## config.mk

```make
export PLATFORM = sky130hd
export DESIGN_NAME = uart_tx_rx_ring_buffers_core_flat
export DESIGN_NICKNAME = d
export VERILOG_FILES = /design/src/hdl/uarttr_pkg.sv /design/src/hdl/uarttr_if.sv /design/src/hdl/uarttr_ram.sv /design/src/hdl/uart_tx_rx_ring_buffers_core.sv /design/src/flat_wrapper.sv
export SDC_FILE = /design/constraint.sdc
export NUM_CORES = 2
export LEC_CHECK = 0
export BUFFER_PORTS_ARGS = -buffer_cell sky130_fd_sc_hd__buf_2
export CAP_MARGIN = 20
export CELL_PAD_IN_SITES_DETAIL_PLACEMENT = 1
export CELL_PAD_IN_SITES_GLOBAL_PLACEMENT = 1
export CORE_MARGIN = 2
export CORE_UTILIZATION = 55
export CTS_BUF_LIST = sky130_fd_sc_hd__clkbuf_2 sky130_fd_sc_hd__clkbuf_4 sky130_fd_sc_hd__clkbuf_8
export DETAILED_ROUTE_END_ITERATION = 8
export HOLD_SLACK_MARGIN = 0.15
export PLACE_DENSITY = 0.76
export REMOVE_ABC_BUFFERS = 1
export SYNTH_ARGS = -nofsm -noshare
export SYNTH_HDL_FRONTEND = slang
export SYNTH_SLANG_ARGS = --single-unit
export TNS_END_PERCENT = 10
```

## constraint.sdc

```tcl
create_clock -name clk_i -period 5.5 [get_ports clk_i]
set_clock_uncertainty 0.15 [all_clocks]
set_input_delay 1.1 -clock clk_i [delete_from_list [all_inputs] [get_ports clk_i]]
set_output_delay 1.1 -clock clk_i [all_outputs]
set_load 0.02 [all_outputs]
```

## src/hdl/uarttr_pkg.sv

```systemverilog
`timescale 1ns / 1ps
// ----------------------------------------------------------------------------
// UART transmit/receive ring buffer package
// Shared types and constants for the buffered serial front end.
// ----------------------------------------------------------------------------
package uarttr_pkg;

  localparam int unsigned QueueDepthDef = 256;
  localparam int unsigned ByteW         = 8;
  localparam int unsigned LevelMax      = 255;

  typedef enum logic [1:0] {
    KIND_HOST_SEND = 2'd0,
    KIND_HOST_READ = 2'd1,
    KIND_LINE_DONE = 2'd2,
    KIND_LINE_RECV = 2'd3
  } kind_e;

  typedef enum logic [1:0] {
    ST_OK         = 2'd0,
    ST_SEND_FULL  = 2'd1,
    ST_RECV_EMPTY = 2'd2,
    ST_RECV_DROP  = 2'd3
  } status_e;

  typedef logic [ByteW-1:0] byte_t;

endpackage

```

## src/hdl/uarttr_if.sv

```systemverilog
`timescale 1ns / 1ps
// ----------------------------------------------------------------------------
// UART ring buffer channel interfaces
// Valid/ready channels for the event input and the result output.
// ----------------------------------------------------------------------------
interface uarttr_in_if
  import uarttr_pkg::*;
();
  logic  valid;
  logic  ready;
  kind_e kind;
  byte_t data_byte;

  modport source (output valid, output kind, output data_byte, input ready);
  modport sink   (input valid, input kind, input data_byte, output ready);
endinterface

interface uarttr_out_if
  import uarttr_pkg::*;
();
  logic    valid;
  logic    ready;
  status_e status;
  byte_t   read_data;
  logic    line_send;
  byte_t   line_byte;
  logic    busy_now;
  byte_t   send_level;
  byte_t   recv_level;

  modport source (
    output valid, output status, output read_data, output line_send,
    output line_byte, output busy_now, output send_level, output recv_level,
    input ready
  );
  modport sink (
    input valid, input status, input read_data, input line_send,
    input line_byte, input busy_now, input send_level, input recv_level,
    output ready
  );
endinterface

```

## src/hdl/uarttr_ram.sv

```systemverilog
`timescale 1ns / 1ps
// ----------------------------------------------------------------------------
// UART ring buffer RAM
// Simple dual-port RAM, one write and one read port, registered read data.
// ----------------------------------------------------------------------------
module uarttr_ram #(
  parameter int unsigned Width = 8,
  parameter int unsigned Depth = 256
) (
  input  logic                     clk_i,
  input  logic                     we_i,
  input  logic [$clog2(Depth)-1:0] waddr_i,
  input  logic [Width-1:0]         wdata_i,
  input  logic                     re_i,
  input  logic [$clog2(Depth)-1:0] raddr_i,
  output logic [Width-1:0]         rdata_o
);

  logic [Width-1:0] mem_q [Depth];
  logic [Width-1:0] rdata_q;

  always_ff @(posedge clk_i) begin
    if (we_i) begin
      mem_q[waddr_i] <= wdata_i;
    end
    if (re_i) begin
      rdata_q <= mem_q[raddr_i];
    end
  end

  assign rdata_o = rdata_q;

endmodule

```

## src/hdl/uart_tx_rx_ring_buffers_core.sv

```systemverilog
`timescale 1ns / 1ps
// ----------------------------------------------------------------------------
// UART transmit/receive ring buffers
// Send and receive byte queues with transmitter hand-off and host access.
// ----------------------------------------------------------------------------
//  Channel  Dir  Beat contents
//  in_i     in   kind, data_byte
//  out_o    out  status, read_data, line_send, line_byte, busy_now,
//                send_level, recv_level
//
// One item per cycle while the output is not stalled; each result appears in
// the cycle after its item is taken, when the byte read from the send or receive RAM is available.
// The result register frees as its beat leaves, so input ready follows
// output ready whenever a result is pending.
// Reset clears the pointers, the busy flag and the output valid flag; the RAMs need no clearing.
module uart_tx_rx_ring_buffers_core
  import uarttr_pkg::*;
#(
  parameter int unsigned QueueDepth = QueueDepthDef
) (
  input  logic   clk_i,
  input  logic   rst_ni,
  uarttr_in_if.sink    in_i,
  uarttr_out_if.source out_o
);

  localparam int unsigned PtrW = $clog2(QueueDepth);
  localparam int unsigned LvlW = (PtrW + 1 > 9) ? PtrW + 1 : 9;

  typedef logic [PtrW-1:0] ptr_t;

  function automatic ptr_t ptr_next(input ptr_t p);
    return (p == PtrW'(QueueDepth - 1)) ? '0 : p + PtrW'(1);
  endfunction

  function automatic byte_t ptr_level(input ptr_t h, input ptr_t t);
    logic [LvlW-1:0] lvl;
    if (t >= h) begin
      lvl = LvlW'(t) - LvlW'(h);
    end else begin
      lvl = LvlW'(t) + LvlW'(QueueDepth) - LvlW'(h);
    end
    return (lvl > LvlW'(LevelMax)) ? byte_t'(LevelMax) : lvl[ByteW-1:0];
  endfunction

  ptr_t sh_q, sh_d, st_q, st_d, rh_q, rh_d, rt_q, rt_d;
  logic busy_q, busy_d;
  logic vld_q;

  status_e status_q, status_d;
  logic    ls_q, ls_d;
  logic    lb_ram_q, lb_ram_d;
  logic    rd_ram_q, rd_ram_d;
  byte_t   byte_q;
  byte_t   slvl_q, rlvl_q;

  logic  accept;
  logic  send_we, send_re, recv_we, recv_re;
  byte_t send_rdata, recv_rdata;

  assign in_i.ready = !vld_q || out_o.ready;
  assign accept     = in_i.valid && in_i.ready;

  always_comb begin
    sh_d     = sh_q;
    st_d     = st_q;
    rh_d     = rh_q;
    rt_d     = rt_q;
    busy_d   = busy_q;
    status_d = ST_OK;
    ls_d     = 1'b0;
    lb_ram_d = 1'b0;
    rd_ram_d = 1'b0;
    send_we  = 1'b0;
    send_re  = 1'b0;
    recv_we  = 1'b0;
    recv_re  = 1'b0;
    if (accept) begin
      unique case (in_i.kind)
        KIND_HOST_SEND: begin
          if (ptr_next(st_q) == sh_q) begin
            status_d = ST_SEND_FULL;
          end else begin
            send_we = 1'b1;
            st_d    = ptr_next(st_q);
            if (!busy_q) begin
              // An idle transmitter implies an empty queue, so the new byte
              // goes straight to the line.
              ls_d   = 1'b1;
              sh_d   = ptr_next(sh_q);
              busy_d = 1'b1;
            end
          end
        end
        KIND_HOST_READ: begin
          if (rh_q == rt_q) begin
            status_d = ST_RECV_EMPTY;
          end else begin
            recv_re  = 1'b1;
            rd_ram_d = 1'b1;
            rh_d     = ptr_next(rh_q);
          end
        end
        KIND_LINE_DONE: begin
          if (sh_q != st_q) begin
            send_re  = 1'b1;
            ls_d     = 1'b1;
            lb_ram_d = 1'b1;
            sh_d     = ptr_next(sh_q);
            busy_d   = 1'b1;
          end else begin
            busy_d = 1'b0;
          end
        end
        KIND_LINE_RECV: begin
          if (ptr_next(rt_q) == rh_q) begin
            status_d = ST_RECV_DROP;
          end else begin
            recv_we = 1'b1;
            rt_d    = ptr_next(rt_q);
          end
        end
        default: begin
          status_d = ST_OK;
        end
      endcase
    end
  end

  always_ff @(posedge clk_i or negedge rst_ni) begin
    if (!rst_ni) begin
      sh_q   <= '0;
      st_q   <= '0;
      rh_q   <= '0;
      rt_q   <= '0;
      busy_q <= 1'b0;
      vld_q  <= 1'b0;
    end else begin
      sh_q   <= sh_d;
      st_q   <= st_d;
      rh_q   <= rh_d;
      rt_q   <= rt_d;
      busy_q <= busy_d;
      if (in_i.ready) begin
        vld_q <= in_i.valid;
      end
    end
  end

  always_ff @(posedge clk_i) begin
    if (accept) begin
      status_q <= status_d;
      ls_q     <= ls_d;
      lb_ram_q <= lb_ram_d;
      rd_ram_q <= rd_ram_d;
      byte_q   <= in_i.data_byte;
      slvl_q   <= ptr_level(sh_d, st_d);
      rlvl_q   <= ptr_level(rh_d, rt_d);
    end
  end

  uarttr_ram #(
    .Width (ByteW),
    .Depth (QueueDepth)
  ) u_send_ram (
    .clk_i   (clk_i),
    .we_i    (send_we),
    .waddr_i (st_q),
    .wdata_i (in_i.data_byte),
    .re_i    (send_re),
    .raddr_i (sh_q),
    .rdata_o (send_rdata)
  );

  uarttr_ram #(
    .Width (ByteW),
    .Depth (QueueDepth)
  ) u_recv_ram (
    .clk_i   (clk_i),
    .we_i    (recv_we),
    .waddr_i (rt_q),
    .wdata_i (in_i.data_byte),
    .re_i    (recv_re),
    .raddr_i (rh_q),
    .rdata_o (recv_rdata)
  );

  assign out_o.valid      = vld_q;
  assign out_o.status     = status_q;
  assign out_o.read_data  = rd_ram_q ? recv_rdata : '0;
  assign out_o.line_send  = ls_q;
  assign out_o.line_byte  = !ls_q ? '0 : (lb_ram_q ? send_rdata : byte_q);
  assign out_o.busy_now   = busy_q;
  assign out_o.send_level = slvl_q;
  assign out_o.recv_level = rlvl_q;

endmodule

```

## src/flat_wrapper.sv

```systemverilog
// flat-port wrapper written by rule: the top's interface ports become plain ports
module uart_tx_rx_ring_buffers_core_flat import uarttr_pkg::*;
#(
  parameter int unsigned QueueDepth = QueueDepthDef
)
  (clk_i, rst_ni, in_i_valid, in_i_kind, in_i_data_byte, in_i_ready, out_o_valid, out_o_status, out_o_read_data, out_o_line_send, out_o_line_byte, out_o_busy_now, out_o_send_level, out_o_recv_level, out_o_ready);
  uarttr_in_if in_i_i ();
  uarttr_out_if out_o_i ();
  input  logic clk_i;
  input  logic rst_ni;
  input wire logic [$bits(in_i_i.valid)-1:0] in_i_valid;
  input wire logic [$bits(in_i_i.kind)-1:0] in_i_kind;
  input wire logic [$bits(in_i_i.data_byte)-1:0] in_i_data_byte;
  output wire logic [$bits(in_i_i.ready)-1:0] in_i_ready;
  output wire logic [$bits(out_o_i.valid)-1:0] out_o_valid;
  output wire logic [$bits(out_o_i.status)-1:0] out_o_status;
  output wire logic [$bits(out_o_i.read_data)-1:0] out_o_read_data;
  output wire logic [$bits(out_o_i.line_send)-1:0] out_o_line_send;
  output wire logic [$bits(out_o_i.line_byte)-1:0] out_o_line_byte;
  output wire logic [$bits(out_o_i.busy_now)-1:0] out_o_busy_now;
  output wire logic [$bits(out_o_i.send_level)-1:0] out_o_send_level;
  output wire logic [$bits(out_o_i.recv_level)-1:0] out_o_recv_level;
  input wire logic [$bits(out_o_i.ready)-1:0] out_o_ready;
  assign in_i_i.valid = in_i_valid;
  assign in_i_i.kind = in_i_kind;
  assign in_i_i.data_byte = in_i_data_byte;
  assign in_i_ready = in_i_i.ready;
  assign out_o_valid = out_o_i.valid;
  assign out_o_status = out_o_i.status;
  assign out_o_read_data = out_o_i.read_data;
  assign out_o_line_send = out_o_i.line_send;
  assign out_o_line_byte = out_o_i.line_byte;
  assign out_o_busy_now = out_o_i.busy_now;
  assign out_o_send_level = out_o_i.send_level;
  assign out_o_recv_level = out_o_i.recv_level;
  assign out_o_i.ready = out_o_ready;
  uart_tx_rx_ring_buffers_core #(.QueueDepth(QueueDepth)) u_core (.clk_i(clk_i), .rst_ni(rst_ni), .in_i(in_i_i), .out_o(out_o_i));
endmodule
```

# == Word-level counts from Yosys, hierarchy flattened ==
# Memory sizes are Yosys's and may differ from the RTL's. A register that Yosys moved wholly into a read port is not among the register bits.
# Cells that the tools add are included.
# totals
ff_bits,63
mem_bits_rw,4096
in_bits,14
output_inout_bits,38
word_cells,97
n_memories,2
# classes
add_sub_neg,10
n_lt_le_gt_ge,4
n_eq_ne,12
mux,50
n_reduce_logical,6
# mem_list
name,depth,word_bits,read_ports,rd_clocked_by_memory_dff,write_ports,line_no,rtl
u_core.u_recv_ram.mem_q,256,8,1,1,1,uarttr_ram.sv:19,logic [Width-1:0] mem_q [Depth];
u_core.u_send_ram.mem_q,256,8,1,1,1,uarttr_ram.sv:19,
# ops
op,n
8-bit 2-to-1 mux,20
9-bit 2-to-1 mux,4
8-bit by 1-bit adder with 8-bit output (second input constant),4
8-bit equality test (second input constant),4
8-bit equality test,3
1-bit 2-to-1 mux,20
8-bit by 9-bit adder with 9-bit output (second input constant),2
9-bit by 8-bit > comparator with 1-bit output (second input constant),2
8-bit by 8-bit subtractor with 9-bit output,2
9-bit by 8-bit subtractor with 9-bit output,2
8-bit greater-or-equal comparator,2
8-bit case mux with 2 select lines,1
8-bit inequality test,1
2-bit case mux with 3 select lines,1
2-bit equality test (second input constant),2
2-bit 2-to-1 mux,2
1-bit case mux with 2 select lines,2
3-bit AND reduction,1
2-bit by 1-bit equality test with 1-bit output (second input constant),1
2-bit zero test,1
2-bit inequality test (second input constant),1
2-bit nonzero test,1
1-bit logical AND,1
1-bit zero test,1
1-bit logical OR,1

# == Longest topological paths before layout ==
# depth
word_depth,11
mapped_depth,23
depth_no_buf,20

# == Cells and area by module ==
# From an unflattened synthesis, not the netlist that was laid out.
# unflattened
hier_cells,7935
area_unflattened_um2,163720.8
# modules_own_cells
mod,n_inst,cells_each,area_per_inst_um2
uarttr_ram,2,3733,79636.4
uart_tx_rx_ring_buffers_core,1,469,4448.0

# == Worst setup path after synthesis ==
# Ideal clock, no wire load.
# synth_timing
kind,input -> register
startpoint,input out_o_ready
endpoint,"register u_core.rlvl_q[3], in the netlist u_core.out_o.recv_level[3], data pin"
setup_ps,282
t_arrival_ps,5032
required_time_ps,5068
path_slack_ps,36
cell_stages,16
path_buffers,1
cell_sequence,nand2b_1 -> nand2_1 -> inv_1 -> and2_1 -> clkbuf_1 -> mux2i_1 -> ha_1 -> nor2b_1 -> o21ai_0 -> a21boi_0 -> o21ai_0 -> a21boi_0 -> o21a_1 -> o21a_1 -> o211ai_1 -> o21ai_0
# synth_via
elab_chain_cells,8
elab_cells_between_ends,11
classes_between,3 x add/sub; 2 x order compare; 4 x mux; 2 x reduce/logical
# synth_lines
element,line_no,rtl
start: declaration,flat_wrapper.sv:23,input wire logic [$bits(out_o_i.ready)-1:0] out_o_ready;
1-bit logical OR (*),uart_tx_rx_ring_buffers_core.sv:61,assign in_i.ready = !vld_q || out_o.ready;
1-bit logical AND (*),uart_tx_rx_ring_buffers_core.sv:62,assign accept = in_i.valid && in_i.ready;
net u_core.accept,uart_tx_rx_ring_buffers_core.sv:57,logic accept;
8-bit 2-to-1 mux,uart_tx_rx_ring_buffers_core.sv:78,if (accept) begin
8-bit by 9-bit adder with 9-bit output,uart_tx_rx_ring_buffers_core.sv:41,lvl = LvlW'(t) + LvlW'(QueueDepth) - LvlW'(h);
9-bit by 8-bit subtractor with 9-bit output,uart_tx_rx_ring_buffers_core.sv:41,
9-bit 2-to-1 mux (*),uart_tx_rx_ring_buffers_core.sv:38,if (t >= h) begin
9-bit 2-to-1 mux (*),uart_tx_rx_ring_buffers_core.sv:151,if (accept) begin
9-bit by 8-bit > comparator with 1-bit output,uart_tx_rx_ring_buffers_core.sv:43,return (lvl > LvlW'(LevelMax)) ? byte_t'(LevelMax) : lvl[ByteW-1:0];
end signal: assignment,uart_tx_rx_ring_buffers_core.sv:158,"rlvl_q <= ptr_level(rh_d, rt_d);"
end: declaration,uart_tx_rx_ring_buffers_core.sv:55,"byte_t slvl_q, rlvl_q;"
# Mark *: on every way through the listed nets, which the timed path passes. The rest lies on a longest branch. The select of a mux whose other input is x is not followed.
# A chain may end at the register's enable or synchronous reset.

# == Worst setup path in the final report ==
# layout_timing
startpoint,register u_core.st_q[3]
endpoint,"register u_core.slvl_q[6], in the netlist u_core.out_o.send_level[6], data pin"
# layout_via
elab_chain_cells,11
elab_cells_between_ends,19
classes_between,4 x add/sub; 2 x order compare; 3 x eq/ne; 10 x mux
# layout_lines
element,line_no,rtl
start: declaration,uart_tx_rx_ring_buffers_core.sv:46,"ptr_t sh_q, sh_d, st_q, st_d, rh_q, rh_d, rt_q, rt_d;"
start signal: assignment,uart_tx_rx_ring_buffers_core.sv:140,st_q <= st_d;
8-bit by 1-bit adder with 8-bit output / 8-bit equality test (equally long branches),uart_tx_rx_ring_buffers_core.sv:33,return (p == PtrW'(QueueDepth - 1)) ? '0 : p + PtrW'(1);
8-bit 2-to-1 mux,uart_tx_rx_ring_buffers_core.sv:33,
8-bit equality test,uart_tx_rx_ring_buffers_core.sv:81,if (ptr_next(st_q) == sh_q) begin
8-bit 2-to-1 mux,uart_tx_rx_ring_buffers_core.sv:81,
8-bit 2-to-1 mux,uart_tx_rx_ring_buffers_core.sv:79,unique case (in_i.kind)
8-bit 2-to-1 mux,uart_tx_rx_ring_buffers_core.sv:78,
8-bit by 9-bit adder with 9-bit output,uart_tx_rx_ring_buffers_core.sv:41,
9-bit by 8-bit subtractor with 9-bit output,uart_tx_rx_ring_buffers_core.sv:41,
9-bit 2-to-1 mux (*),uart_tx_rx_ring_buffers_core.sv:38,
9-bit 2-to-1 mux (*),uart_tx_rx_ring_buffers_core.sv:151,
9-bit by 8-bit > comparator with 1-bit output,uart_tx_rx_ring_buffers_core.sv:43,
end signal: assignment,uart_tx_rx_ring_buffers_core.sv:157,"slvl_q <= ptr_level(sh_d, st_d);"
end: declaration,uart_tx_rx_ring_buffers_core.sv:55,
# Mark *: on every way between the ends. The rest lies on a longest branch, timed or not. The select of a mux whose other input is x is not followed.

==> reports/metrics.cfg <==
[timing]
grt_setup_unrepaired = no
relSlewSlack = 0.200
setup_ws_ns = 0.202
min_period_over_period = 0.963
slew_viol_final = 0
holdWs_ns = 0.248
tightest_slew_ns = 1.20
fmax_mhz = 189
hold_viol = 0
period_needed_ns = 5.30
setup_violations = 0

[placement]
hpwl_mm = 256
place_ws_ns = -0.252
gp_congestion = 0.872
port-buffer-count = 51

[critical_path]
required_ns = 6.38
worstRegToRegCells = 17
crit_fanout = 17
worstSetupEndpointType = register
critPathLaunchType = register
cp.arrival_ns = 6.18
path_class = register to register

[final_layout]
drive_above_1_share = 0.275
num-fill-cells = 24519
area_growth_pct = 11.3
fin_nets = 8354
top_regs = u_core.u_recv_ram.mem_q: 2048 flops, u_core.u_send_ram.mem_q: 2048 flops

[routing]
first_pass_iters = 6
vias = 82469
vias_per_cell = 6.46
wl_mm = 426
drc = 0
wl_per_cell_um = 33.3
drt_iter0_markers = 9179
drtAntennaViolNets = 0

[global_routing]
grt_pass1_vias = 87766
antenna_found_initial = 21
grt-ovfl-total = 0
grt_max_degree = 177
grt_usage = 0.284
grt_pass1_wl_mm = 622

[die]
ios = 52
start_util = 0.552
die_area_um2 = 302000
chipHeight_um = 550
dieWidth_um = 550
core-area_um2 = 297000
rows = 200

[synth]
synth.yosys.warnings = 0
synth_ff_type = edfxtp_1
synth_edf_count = 4141
synth.distinct_cells = 71
avgSynthCellArea_um2 = 20.8
synth-seq-cells = 4175
synth_area_um2 = 164000
yosysSeqAreaShare = 0.765
syn_inst = 7856
async_flop_share = 0.00814

[hold_path]
hold_path.class = input pin to register
hold_path_depth = 1

[clocking]
clock_latency_ns = 1.20
cts_sinks = 4175
cts_setup_buffers = 0
cts_buffers = 658
cts-root-buf = clkbuf_8
h-tree-depth = 6
cts_max_path_buffers = 4
path_clk_slew_ns = 0.07
cts_tree = built

[power]
vdd_drop_max_v = 0.000865
power_density_nw_per_um2 = 461
p_leak_nw = 56.7

[status]
status = finished clean

[run]
maxCapViolations = 0

[what timing repair did]
action | in CTS | in global routing
resized for setup | 5 | 12
hold buffers | 5 | 0
endpoints found under the setup margin | 16 | 334
endpoints found under the hold margin | 64 | 0
[worst paths after layout]
path	startpoint	end	slack [ns]
max	u_core.st_q[3]	u_core.out_o.send_level[6]	0.20
min	in_i_data_byte[2]	u_core.u_send_ram.mem_q[158][2]	0.25
max reg2reg	u_core.st_q[3]	u_core.out_o.send_level[6]	0.20
min reg2reg	u_core.st_q[7]	u_core.st_q[7]	0.54
max in group asynchronous	rst_ni	u_core.rh_q[2]	4.15
min in group asynchronous	rst_ni	u_core.st_q[1]	0.45
[worst max-delay path, cell delays in order, from the launching register on]
cell and delay [ns]:
dfrtp_1 0.71, nand3_1 0.21, buf_4 0.27, nor4_1 0.36
a31oi_1 0.10, a22oi_2 0.33, and3_2 0.33, o31ai_1 0.09
nand2b_1 0.29, mux2i_2 0.36, ha_1 0.34, a21o_1 0.19
a21oi_1 0.24, nand2_1 0.11, a32o_1 0.23, a221oi_2 0.43
a21oi_1 0.13, mux2i_1 0.22
[layout by cell type, fill, tap and decap left out, types with 26 or more instances in the layout]
cell type / count
o21ai_0: 153
a21oi_1: 256
buf_12: 48
clkbuf_4: 214
nand2_1: 192
nand3_1: 35
o22ai_1: 125
clkinv_1: 161
xnor2_1: 27
buf_2: 43
edfxtp_1: 4141
buf_4: 161
nor2_1: 548
mux2i_1: 378
inv_1: 27
clkbuf_8: 663
o221ai_1: 123
mux2_2: 117
clkinv_2: 55
mux4_2: 995
nor2b_1: 26
[report_power, final]
group	switching (mW)	leakage, nW	internal (mW)
Sequential	0.326	37.6	35.3
Clock	12.5	6.75	13.5
Combinational	13.5	12.3	9.00
Total	26.3	56.7	57.7
[layer usage]
layer  global-route usage  share of wire  vias up
met3               0.0498          0.075      821
met1                0.386           0.39    44025
li1                     -              -    33628
met4                0.117          0.042       10
met2                0.461           0.50     3985
met5                    0        0.00018        -
[synthesized netlist by cell type, drive strengths merged (11+ instances only)]
| library cell | instances | share of area |
|---|---|---|
| o221ai | 123 | 0.0066 |
| a21oi | 256 | 0.0078 |
| buf | 196 | 0.0054 |
| nor2 | 548 | 0.013 |
| mux4 | 995 | 0.14 |
| nand2 | 202 | 0.0046 |
| dfrtp | 34 | 0.0052 |
| edfxtp | 4141 | 0.76 |
| mux2 | 117 | 0.0080 |
| mux2i | 379 | 0.023 |
| o21ai | 156 | 0.0048 |
| and2 | 11 | 0.00042 |
| nand4 | 14 | 0.00054 |
| o22ai | 125 | 0.0048 |
| xor2 | 17 | 0.00096 |
| and3 | 11 | 0.00042 |
| nor2b | 26 | 0.00099 |
| ha | 25 | 0.0019 |
| nand2b | 11 | 0.00042 |
| nand3 | 39 | 0.0012 |
| clkbuf | 272 | 0.0062 |
| xnor2 | 27 | 0.0014 |
| inv | 28 | 0.00064 |
[kinds of logic after synthesis]
| kind of cell | synth area share |
|---|---|
| multiplexers | 0.168 |
| flip-flops | 0.765 |
| adder cells (fa/ha/maj) | 0.00222 |
| AO/OA/AOI/OAI | 0.0271 |
| buffers and inverters | 0.0123 |
| AND/OR/NAND/NOR | 0.0229 |
| XOR/XNOR | 0.00240 |
[stage by stage]
stage                     total power [mW]   util  std cells  area [µm²]  setup TNS (ns)
final                                 84.0  0.614      12771      182000               0
after global routing                  86.6  0.614      12763      182000               0
after CTS                             84.3  0.614      12755      182000               0
after detailed placement              58.5  0.571      11585      169000           -2.32
after global placement                58.0  0.571      11585      169000               0
after floorplan                       49.3      -       7388      162000               -
[area by class of cell]
cell class,count,area [µm²],share of cell area
repair buffers,265,2550,0.0140
well taps,3939,4930,0.0271
multi-input cells,3185,36600,0.201
clock buffers,877,10700,0.0589
inverters,28,105,0.000577
diodes,14,35.0,0.000192
clock inverters,288,2020,0.0111
flip-flops and latches,4175,125000,0.687
Note: power is estimated with default switching activity, not from simulation.
